**src/hdl/rht_pkg.sv**
```systemverilog
// ----------------------------------------------------------------------------
// rht_pkg
// shared types and constants of the reference counted handle table
// ----------------------------------------------------------------------------
package rht_pkg;

	localparam int unsigned HANDLE_W = 31;
	localparam int unsigned STATUS_W = 3;

	typedef enum logic [1:0] {
		CMD_ADD    = 2'd0,
		CMD_REMOVE = 2'd1,
		CMD_PURGE  = 2'd2,
		CMD_NONE   = 2'd3
	} cmd_t;

	typedef enum logic [STATUS_W-1:0] {
		STS_INCREMENTED = 3'd0,
		STS_INSERTED    = 3'd1,
		STS_FULL        = 3'd2,
		STS_DECREMENTED = 3'd3,
		STS_RELEASED    = 3'd4,
		STS_NOT_FOUND   = 3'd5,
		STS_PURGE_ENTRY = 3'd6,
		STS_PURGE_EMPTY = 3'd7
	} status_t;

	typedef enum logic [1:0] {
		ST_IDLE,
		ST_CMP,
		ST_UPD,
		ST_PURGE
	} state_t;

	typedef enum logic [2:0] {
		OP_HOLD,
		OP_CMP,
		OP_ADD_HIT,
		OP_INSERT,
		OP_DEC_HIT,
		OP_REMOVE,
		OP_PURGE
	} cell_op_t;

	// broadcast from the controller to every cell of the row
	typedef struct packed {
		cell_op_t              op;
		logic [HANDLE_W-1:0]   key;
	} cell_ctrl_t;

endpackage

```
**src/hdl/rht_cell.sv**
```systemverilog
// ----------------------------------------------------------------------------
// rht_cell
// one table slot: handle, count, match flag and shift-down from the neighbour
// ----------------------------------------------------------------------------
module rht_cell #(
	parameter int unsigned IDX         = 0,
	parameter int unsigned COUNT_WIDTH = 16,
	parameter int unsigned OCC_WIDTH   = 6
) (
	input  logic                          clk,
	input  logic                          arst_n,
	input  rht_pkg::cell_ctrl_t           ctrl,
	input  logic [OCC_WIDTH-1:0]          occupancy,
	input  logic [rht_pkg::HANDLE_W-1:0]  up_handle,
	input  logic [COUNT_WIDTH-1:0]        up_count,
	input  logic                          below_hit,
	output logic                          upto_hit,
	output logic                          hit,
	output logic [rht_pkg::HANDLE_W-1:0]  cur_handle,
	output logic [COUNT_WIDTH-1:0]        cur_count
);

	localparam logic [OCC_WIDTH-1:0]   SLOT      = OCC_WIDTH'(IDX);
	localparam logic [COUNT_WIDTH-1:0] COUNT_MAX = '1;

	logic                          hit_s1;
	logic [rht_pkg::HANDLE_W-1:0]  handle_q;
	logic [COUNT_WIDTH-1:0]        count_q;
	logic                          occupied;

	assign occupied   = (SLOT < occupancy);
	assign upto_hit   = below_hit | hit_s1;
	assign hit        = hit_s1;
	assign cur_handle = handle_q;
	assign cur_count  = count_q;

	// match flag, held from the compare pass into the update pass
	always_ff @(posedge clk or negedge arst_n) begin
		if (!arst_n) begin
			hit_s1 <= 1'b0;
		end else if (ctrl.op == rht_pkg::OP_CMP) begin
			hit_s1 <= occupied && (handle_q == ctrl.key);
		end
	end

	always_ff @(posedge clk) begin
		unique case (ctrl.op)
			rht_pkg::OP_HOLD, rht_pkg::OP_CMP: begin
			end
			rht_pkg::OP_ADD_HIT: begin
				if (hit_s1 && (count_q != COUNT_MAX)) begin
					count_q <= count_q + 1'b1;
				end
			end
			rht_pkg::OP_INSERT: begin
				if (SLOT == occupancy) begin
					handle_q <= ctrl.key;
					count_q  <= COUNT_WIDTH'(1);
				end
			end
			rht_pkg::OP_DEC_HIT: begin
				if (hit_s1) begin
					count_q <= count_q - 1'b1;
				end
			end
			rht_pkg::OP_REMOVE: begin
				// close the gap from the removed slot upwards
				if (upto_hit) begin
					handle_q <= up_handle;
					count_q  <= up_count;
				end
			end
			rht_pkg::OP_PURGE: begin
				handle_q <= up_handle;
				count_q  <= up_count;
			end
			default: begin
			end
		endcase
	end

endmodule

```
**src/hdl/refcount_handle_table_unit.sv**
```systemverilog
// ----------------------------------------------------------------------------
// refcount_handle_table_unit
// reference counted handle table built as a row of compare-and-shift cells
// ----------------------------------------------------------------------------
// A transaction is taken when start is high and busy is low. Add and remove
// run in two passes: a compare pass in which every cell matches the handle in
// parallel, then an update pass in which the matched cell counts up or down,
// a new handle lands in the first free cell, or the cells above a released
// entry all shift down one place at once. busy is already low in the update
// pass, so the next add or remove can be taken during it. The result of each
// transaction appears on the result ports, marked by result_valid, for exactly
// one cycle, in the cycle after the update pass. A purge walks the table out
// through cell 0, one entry and one result per cycle, and keeps busy high
// until the last entry has left (an empty table gives a single purge-empty
// result). Command 3 is taken and dropped with no result.
// The receiver cannot stall the results; nothing here waits for it.
// ----------------------------------------------------------------------------
module refcount_handle_table_unit #(
	parameter int unsigned TABLE_DEPTH = 32,
	parameter int unsigned COUNT_WIDTH = 16
) (
	input  logic                                clk,
	input  logic                                arst_n,
	input  logic                                start,
	output logic                                busy,
	input  logic [1:0]                          command,
	input  logic [rht_pkg::HANDLE_W-1:0]        handle,
	output logic                                result_valid,
	output logic [rht_pkg::STATUS_W-1:0]        status,
	output logic                                release_valid,
	output logic [rht_pkg::HANDLE_W-1:0]        release_handle,
	output logic [COUNT_WIDTH-1:0]              ref_count,
	output logic [$clog2(TABLE_DEPTH+1)-1:0]    entry_count,
	output logic                                last
);

	localparam int unsigned OCC_WIDTH = $clog2(TABLE_DEPTH + 1);
	localparam logic [OCC_WIDTH-1:0]   OCC_FULL  = OCC_WIDTH'(TABLE_DEPTH);
	localparam logic [OCC_WIDTH-1:0]   OCC_ONE   = OCC_WIDTH'(1);
	localparam logic [COUNT_WIDTH-1:0] COUNT_MAX = '1;
	localparam logic [COUNT_WIDTH-1:0] COUNT_ONE = COUNT_WIDTH'(1);

	// control state
	rht_pkg::state_t                state_q, state_d;
	rht_pkg::cmd_t                  cmd_q;
	logic [rht_pkg::HANDLE_W-1:0]   handle_q;
	logic [OCC_WIDTH-1:0]           occ_q, occ_d;
	logic                           accept;

	// cell row
	rht_pkg::cell_ctrl_t            cell_ctrl;
	rht_pkg::cell_op_t              cell_op;
	logic [TABLE_DEPTH-1:0]         hit_vec;
	logic [TABLE_DEPTH-1:0]         upto_vec;
	logic [rht_pkg::HANDLE_W-1:0]   cell_handle [TABLE_DEPTH];
	logic [COUNT_WIDTH-1:0]         cell_count  [TABLE_DEPTH];
	logic                           found;
	logic [COUNT_WIDTH-1:0]         hit_count;

	// next result
	logic                           res_fire;
	rht_pkg::status_t               res_status;
	logic                           res_rv;
	logic [rht_pkg::HANDLE_W-1:0]   res_rh;
	logic [COUNT_WIDTH-1:0]         res_cnt;
	logic                           res_last;

	// result register
	logic                           result_valid_q;
	rht_pkg::status_t               status_q;
	logic                           release_valid_q;
	logic [rht_pkg::HANDLE_W-1:0]   release_handle_q;
	logic [COUNT_WIDTH-1:0]         ref_count_q;
	logic [OCC_WIDTH-1:0]           entry_count_q;
	logic                           last_q;

	// busy only while comparing or draining; the update pass overlaps intake
	assign busy   = (state_q == rht_pkg::ST_CMP) || (state_q == rht_pkg::ST_PURGE);
	assign accept = start && !busy;

	always_ff @(posedge clk or negedge arst_n) begin
		if (!arst_n) begin
			state_q <= rht_pkg::ST_IDLE;
			occ_q   <= '0;
		end else begin
			state_q <= state_d;
			occ_q   <= occ_d;
		end
	end

	// transaction capture
	always_ff @(posedge clk) begin
		if (accept) begin
			cmd_q    <= rht_pkg::cmd_t'(command);
			handle_q <= handle;
		end
	end

	// next state
	always_comb begin
		state_d = state_q;
		unique case (state_q)
			rht_pkg::ST_IDLE, rht_pkg::ST_UPD: begin
				state_d = rht_pkg::ST_IDLE;
				if (accept) begin
					unique case (rht_pkg::cmd_t'(command))
						rht_pkg::CMD_ADD, rht_pkg::CMD_REMOVE: state_d = rht_pkg::ST_CMP;
						rht_pkg::CMD_PURGE:                    state_d = rht_pkg::ST_PURGE;
						default:                               state_d = rht_pkg::ST_IDLE;
					endcase
				end
			end
			rht_pkg::ST_CMP: begin
				state_d = rht_pkg::ST_UPD;
			end
			rht_pkg::ST_PURGE: begin
				if (occ_q <= OCC_ONE) begin
					state_d = rht_pkg::ST_IDLE;
				end
			end
			default: begin
				state_d = rht_pkg::ST_IDLE;
			end
		endcase
	end

	// match summary over the row; entries are unique so an or is enough
	always_comb begin
		hit_count = '0;
		for (int i = 0; i < TABLE_DEPTH; i++) begin
			hit_count = hit_count | (cell_count[i] & {COUNT_WIDTH{hit_vec[i]}});
		end
	end
	assign found = |hit_vec;

	// cell operation, occupancy and result
	always_comb begin
		cell_op    = rht_pkg::OP_HOLD;
		occ_d      = occ_q;
		res_fire   = 1'b0;
		res_status = rht_pkg::STS_INCREMENTED;
		res_rv     = 1'b0;
		res_rh     = '0;
		res_cnt    = '0;
		res_last   = 1'b1;
		unique case (state_q)
			rht_pkg::ST_IDLE: begin
			end
			rht_pkg::ST_CMP: begin
				cell_op = rht_pkg::OP_CMP;
			end
			rht_pkg::ST_UPD: begin
				unique case (cmd_q)
					rht_pkg::CMD_ADD: begin
						res_fire = 1'b1;
						priority if (found) begin
							cell_op    = rht_pkg::OP_ADD_HIT;
							res_status = rht_pkg::STS_INCREMENTED;
							// saturating count
							res_cnt    = (hit_count == COUNT_MAX) ? hit_count
							                                      : hit_count + 1'b1;
						end else if (occ_q == OCC_FULL) begin
							res_status = rht_pkg::STS_FULL;
						end else begin
							cell_op    = rht_pkg::OP_INSERT;
							res_status = rht_pkg::STS_INSERTED;
							res_cnt    = COUNT_ONE;
							occ_d      = occ_q + 1'b1;
						end
					end
					rht_pkg::CMD_REMOVE: begin
						res_fire = 1'b1;
						priority if (!found) begin
							res_status = rht_pkg::STS_NOT_FOUND;
						end else if (hit_count > COUNT_ONE) begin
							cell_op    = rht_pkg::OP_DEC_HIT;
							res_status = rht_pkg::STS_DECREMENTED;
							res_cnt    = hit_count - 1'b1;
						end else begin
							cell_op    = rht_pkg::OP_REMOVE;
							res_status = rht_pkg::STS_RELEASED;
							res_rv     = 1'b1;
							res_rh     = handle_q;
							occ_d      = occ_q - 1'b1;
						end
					end
					default: begin
					end
				endcase
			end
			rht_pkg::ST_PURGE: begin
				res_fire = 1'b1;
				if (occ_q == '0) begin
					res_status = rht_pkg::STS_PURGE_EMPTY;
				end else begin
					// cell 0 leaves, the rest move down one place
					cell_op    = rht_pkg::OP_PURGE;
					res_status = rht_pkg::STS_PURGE_ENTRY;
					res_rv     = 1'b1;
					res_rh     = cell_handle[0];
					res_last   = (occ_q == OCC_ONE);
					occ_d      = occ_q - 1'b1;
				end
			end
			default: begin
			end
		endcase
	end

	assign cell_ctrl.op  = cell_op;
	assign cell_ctrl.key = handle_q;

	for (genvar g = 0; g < TABLE_DEPTH; g++) begin : g_cell
		logic [rht_pkg::HANDLE_W-1:0]  up_handle;
		logic [COUNT_WIDTH-1:0]        up_count;
		logic                          below_hit;

		if (g == TABLE_DEPTH - 1) begin : g_top
			assign up_handle = cell_handle[g];
			assign up_count  = cell_count[g];
		end else begin : g_mid
			assign up_handle = cell_handle[g+1];
			assign up_count  = cell_count[g+1];
		end

		if (g == 0) begin : g_first
			assign below_hit = 1'b0;
		end else begin : g_rest
			assign below_hit = upto_vec[g-1];
		end

		rht_cell #(
			.IDX         (g),
			.COUNT_WIDTH (COUNT_WIDTH),
			.OCC_WIDTH   (OCC_WIDTH)
		) u_cell (
			.clk        (clk),
			.arst_n     (arst_n),
			.ctrl       (cell_ctrl),
			.occupancy  (occ_q),
			.up_handle  (up_handle),
			.up_count   (up_count),
			.below_hit  (below_hit),
			.upto_hit   (upto_vec[g]),
			.hit        (hit_vec[g]),
			.cur_handle (cell_handle[g]),
			.cur_count  (cell_count[g])
		);
	end

	// result register, one cycle strobe
	always_ff @(posedge clk or negedge arst_n) begin
		if (!arst_n) begin
			result_valid_q <= 1'b0;
		end else begin
			result_valid_q <= res_fire;
		end
	end

	always_ff @(posedge clk) begin
		if (res_fire) begin
			status_q         <= res_status;
			release_valid_q  <= res_rv;
			release_handle_q <= res_rh;
			ref_count_q      <= res_cnt;
			entry_count_q    <= occ_d;
			last_q           <= res_last;
		end
	end

	assign result_valid   = result_valid_q;
	assign status         = status_q;
	assign release_valid  = release_valid_q;
	assign release_handle = release_handle_q;
	assign ref_count      = ref_count_q;
	assign entry_count    = entry_count_q;
	assign last           = last_q;

`ifndef SYNTH
	// table never holds more entries than cells
	a_occ_bound: assert property (@(posedge clk) disable iff (!arst_n)
		occ_q <= OCC_FULL)
		else $error("occupancy beyond table depth");

	// handles are unique, so at most one cell matches
	a_single_hit: assert property (@(posedge clk) disable iff (!arst_n)
		(state_q == rht_pkg::ST_UPD) |-> $onehot0(hit_vec))
		else $error("handle matched in more than one cell");

	// add and remove always answer, with the result registered after the update pass
	a_add_rm_result: assert property (@(posedge clk) disable iff (!arst_n)
		(accept && (command == rht_pkg::CMD_ADD || command == rht_pkg::CMD_REMOVE))
		|-> ##3 result_valid)
		else $error("add or remove transaction gave no result");

	// a release is flagged exactly on release and purge entries
	a_release_flag: assert property (@(posedge clk) disable iff (!arst_n)
		result_valid |-> (release_valid ==
			(status == rht_pkg::STS_RELEASED || status == rht_pkg::STS_PURGE_ENTRY)))
		else $error("release flag disagrees with status");
`endif

endmodule
```
**config.mk**
```make
export PLATFORM = sky130hd
export DESIGN_NAME = refcount_handle_table_unit
export DESIGN_NICKNAME = d
export VERILOG_FILES = /design/src/hdl/rht_pkg.sv /design/src/hdl/rht_cell.sv /design/src/hdl/refcount_handle_table_unit.sv
export SDC_FILE = /design/constraint.sdc
export NUM_CORES = 2
export LEC_CHECK = 0
export BUFFER_PORTS_ARGS = -buffer_cell sky130_fd_sc_hd__buf_2
export CORE_MARGIN = 1
export CORE_UTILIZATION = 45
export CTS_BUF_LIST = sky130_fd_sc_hd__clkbuf_8
export CTS_CLUSTER_DIAMETER = 40
export DETAILED_ROUTE_END_ITERATION = 12
export PLACE_DENSITY = 0.58
export SYNTH_ARGS = -nofsm -noshare
export SYNTH_HDL_FRONTEND = slang
export SYNTH_HIERARCHICAL = 1
export SYNTH_SLANG_ARGS = --single-unit
```
**constraint.sdc**
```tcl
create_clock -name clk -period 11.65 [get_ports clk]
set_input_delay 1.7475 -clock clk [delete_from_list [all_inputs] [get_ports clk]]
set_output_delay 1.7475 -clock clk [all_outputs]
set_load 0.05 [all_outputs]
```
==> metrics.txt <==
outcome finished clean; Post-Syn Area 0.113 mm^2; CTS tree built; share of layout cells above drive strength 1 0.0971; post-synthesis sequential area ratio 0.432; sequential cell area 0.0489 mm^2; Pre-antenna DRT Iters 9; Rel. slew slack 0.127; EDFF count, synth 1595; CTS Hold Bufs 0; r2r worst-path depth 45; Post-Synthesis Cells 12200; die area 0.254 mm^2; Async SR Flop Fraction 0.0251; f_max 93.5 MHz; maximum VDD drop 0.000140 V; Yosys reg bits 1636; unrepaired setup endpoints after global routing false; Setup Viol. Count Final 0; Slew Viols, Final 0; clk slew on worst S/H paths 0.05 ns; Synth area leaders edfxtp_1 (42%), nand2_1 (12%), xor2_1 (6.5%); width of the die 504 um; maximum buffer depth of the clock tree 4; crit start category flip-flop; CP Max Fanout 31; Critical-path top delay cell dfrtp_1; share of the synthesized area in the top cell type 0.423; Placed Cells 15300; fin nets 12900; Yosys top cell by area edfxtp_1; CP startpoint g_cell[0].u_cell/hit$_DFFE_PN0N_; DP HPWL 342000 um; Hold Crit Class flip-flop to flip-flop; largest net degree at the start of global routing 125; CTS root buffer clkbuf_8; leakage 49.1 nW; crit share post-route 0.919; min-delay src g_cell[29].u_cell/hit$_DFFE_PN0N_; vias in the first global route 94800; Sum Neg Setup Slack 0 ns; area grow syn2layout 10.4%; drt total wl 464000 um; drt drc 0; H-tree levels 5; area of the multi-input gates 0.0614 mm^2; DRT iter0 DRCs 11900; Commonest cells post-synth nand2_1 (3698), edfxtp_1 (1595), xor2_1 (841); Chip Height 504 um; Fin. Hold Viols 0; number of max-cap violations 0; Slew @ Worst Pin 1.30 ns; first-pass GRT wire length 660000 um; Critical Path RT 12.28 ns; Worst Setup End Kind flip-flop; non-filler cells, final 16000; Core Region 0.249 mm^2; Placer Congestion 1.04; ANT nets after route 0; vias 100000; Final min period 10.70 ns; Starting Density 0.454; post-place setup slack 1.12 ns; cts bufs inserted 359; Crit Path Class flip-flop to flip-flop; row cnt 183; initial antenna violation count 31; syn_area_per_cell 9.30 um^2; main flop type after synthesis edfxtp_1; Yosys warning count 6; Largest stage delay, worst path 0.37 ns; total design power 31.6 mW; Cell variety after synth 148; PD cells 253 mW/mm^2; Clock Latency Late Sink 1.03 ns; cell mode on critical path or2_2; I/O Pins 96; Arr. time, crit path 11.33 ns; Port Buffers 95; TritonCTS Sinks 1636; PnR worst setup slack 0.949 ns; WL/cell 29.1 um; Global Route Usage Sum 0.356; hold path cells 2; Filler Cells Inserted 23000; Worst R2R Start g_cell[0].u_cell/hit$_DFFE_PN0N_; routed vias/inst 6.27; post-CTS setup buffers 0; CTS-repair resized insts 0; top-count cell post-synth nand2_1; Layout Skew 0.102 ns; total global routing overflow 0
[cells by family (layout without fill, tap and decap cells)]
family / count (synthesis) / count (layout) / share of synthesized area
other cells: 1 / 15 / 0.0000331
buf+inv: 693 / 1136 / 0.0296
mux: 43 / 43 / 0.00399
fa+ha+maj: 486 / 486 / 0.0558
compound gates: 2598 / 2598 / 0.161
flops: 1636 / 1636 / 0.432
simple gates: 5329 / 5329 / 0.210
xor+xnor: 1391 / 1391 / 0.108
[flip-flops by register name, indices dropped and copies added (netlist names)]
name	cells
entry_count	6
state_q	2
last	1
status	3
result_valid	1
g_cell.u_cell/cur_handle	992
ref_count	16
release_valid	1
handle_q	31
g_cell.u_cell/hit	32
cmd_q	2
occ_q	6
g_cell.u_cell/cur_count	512
release_handle	31
[cells in the final DEF, fill, tap and decap left out, types with 35 or more instances in the layout]
| master | count |
|---|---|
| nand3_1 | 141 |
| nor2_1 | 302 |
| a32o_1 | 38 |
| o31ai_1 | 48 |
| o21ai_1 | 87 |
| and3_1 | 51 |
| xnor2_1 | 550 |
| a22oi_1 | 280 |
| edfxtp_1 | 1595 |
| nand2_1 | 3698 |
| or2_2 | 35 |
| a22o_1 | 169 |
| o21a_1 | 60 |
| xor2_1 | 841 |
| clkinv_2 | 51 |
| nand4_1 | 392 |
| nor4_1 | 205 |
| a31oi_1 | 118 |
| bufinv_16 | 36 |
| o211ai_1 | 87 |
| a21oi_1 | 491 |
| nand2b_1 | 71 |
| ha_1 | 454 |
| inv_1 | 221 |
| buf_4 | 232 |
| nor3_1 | 88 |
| buf_2 | 95 |
| a211oi_1 | 71 |
| clkinv_1 | 70 |
| or4_1 | 35 |
| o21ai_0 | 421 |
| clkbuf_8 | 369 |
| nor2b_1 | 40 |
| a21o_1 | 156 |
| or3_1 | 35 |
[per-stage QoR]
stage | util | cell area, um^2 | hold WS, ns
after floorplan | - | 113000 | 0.495
after global placement | 0.472 | 118000 | 0.475
after detailed placement | 0.472 | 118000 | 0.467
after CTS | 0.501 | 125000 | 0.480
after global routing | 0.501 | 125000 | 0.518
final | 0.501 | 125000 | 0.476
[path summary, 6_finish.rpt]
kind | endpoint | slack, ns
hold reg to reg | g_cell[29].u_cell/hit$_DFFE_PN0N_ | 0.48
min in group asynchronous | state_q[1]$_DFFE_PN0P_ | 0.75
max in group asynchronous | g_cell[28].u_cell/hit$_DFFE_PN0N_ | 9.66
setup reg to reg | g_cell[31].u_cell/cur_handle[30]$_DFFE_PP_ | 0.95
hold / removal | g_cell[29].u_cell/hit$_DFFE_PN0N_ | 0.48
setup / recovery | g_cell[31].u_cell/cur_handle[30]$_DFFE_PP_ | 0.95
[layer usage]
layer  track usage  part of all wire  up-vias
met4         0.198             0.062       18
met2         0.548              0.44     5249
li1              -                 -    44900
met1         0.456              0.40    48800
met5             0           0.00073        -
met3        0.0895             0.099     1138
[worst max-delay path: cells and delay by family (launching register included)]
family,cells,cell delay (ns)
simple gates,32,8.75
flops,1,0.37
compound gates,2,0.38
buf+inv,11,0.85
[cell type report]
type	instances	share of cell area
diodes	13	0.000260
inverters	149	0.00447
clock inverters	275	0.0180
flip-flops and latches	1636	0.392
clock buffers	369	0.0406
repair buffers	343	0.0203
well taps	3330	0.0333
multi-input cells	9849	0.491
[power breakdown]
part           switching [mW]  internal [mW]  leakage (nW)
registers                2.25           8.88          15.1
clock network            2.84           3.76          3.98
logic                    8.96           4.91          30.0
Power figures use the tool's default switching activity.
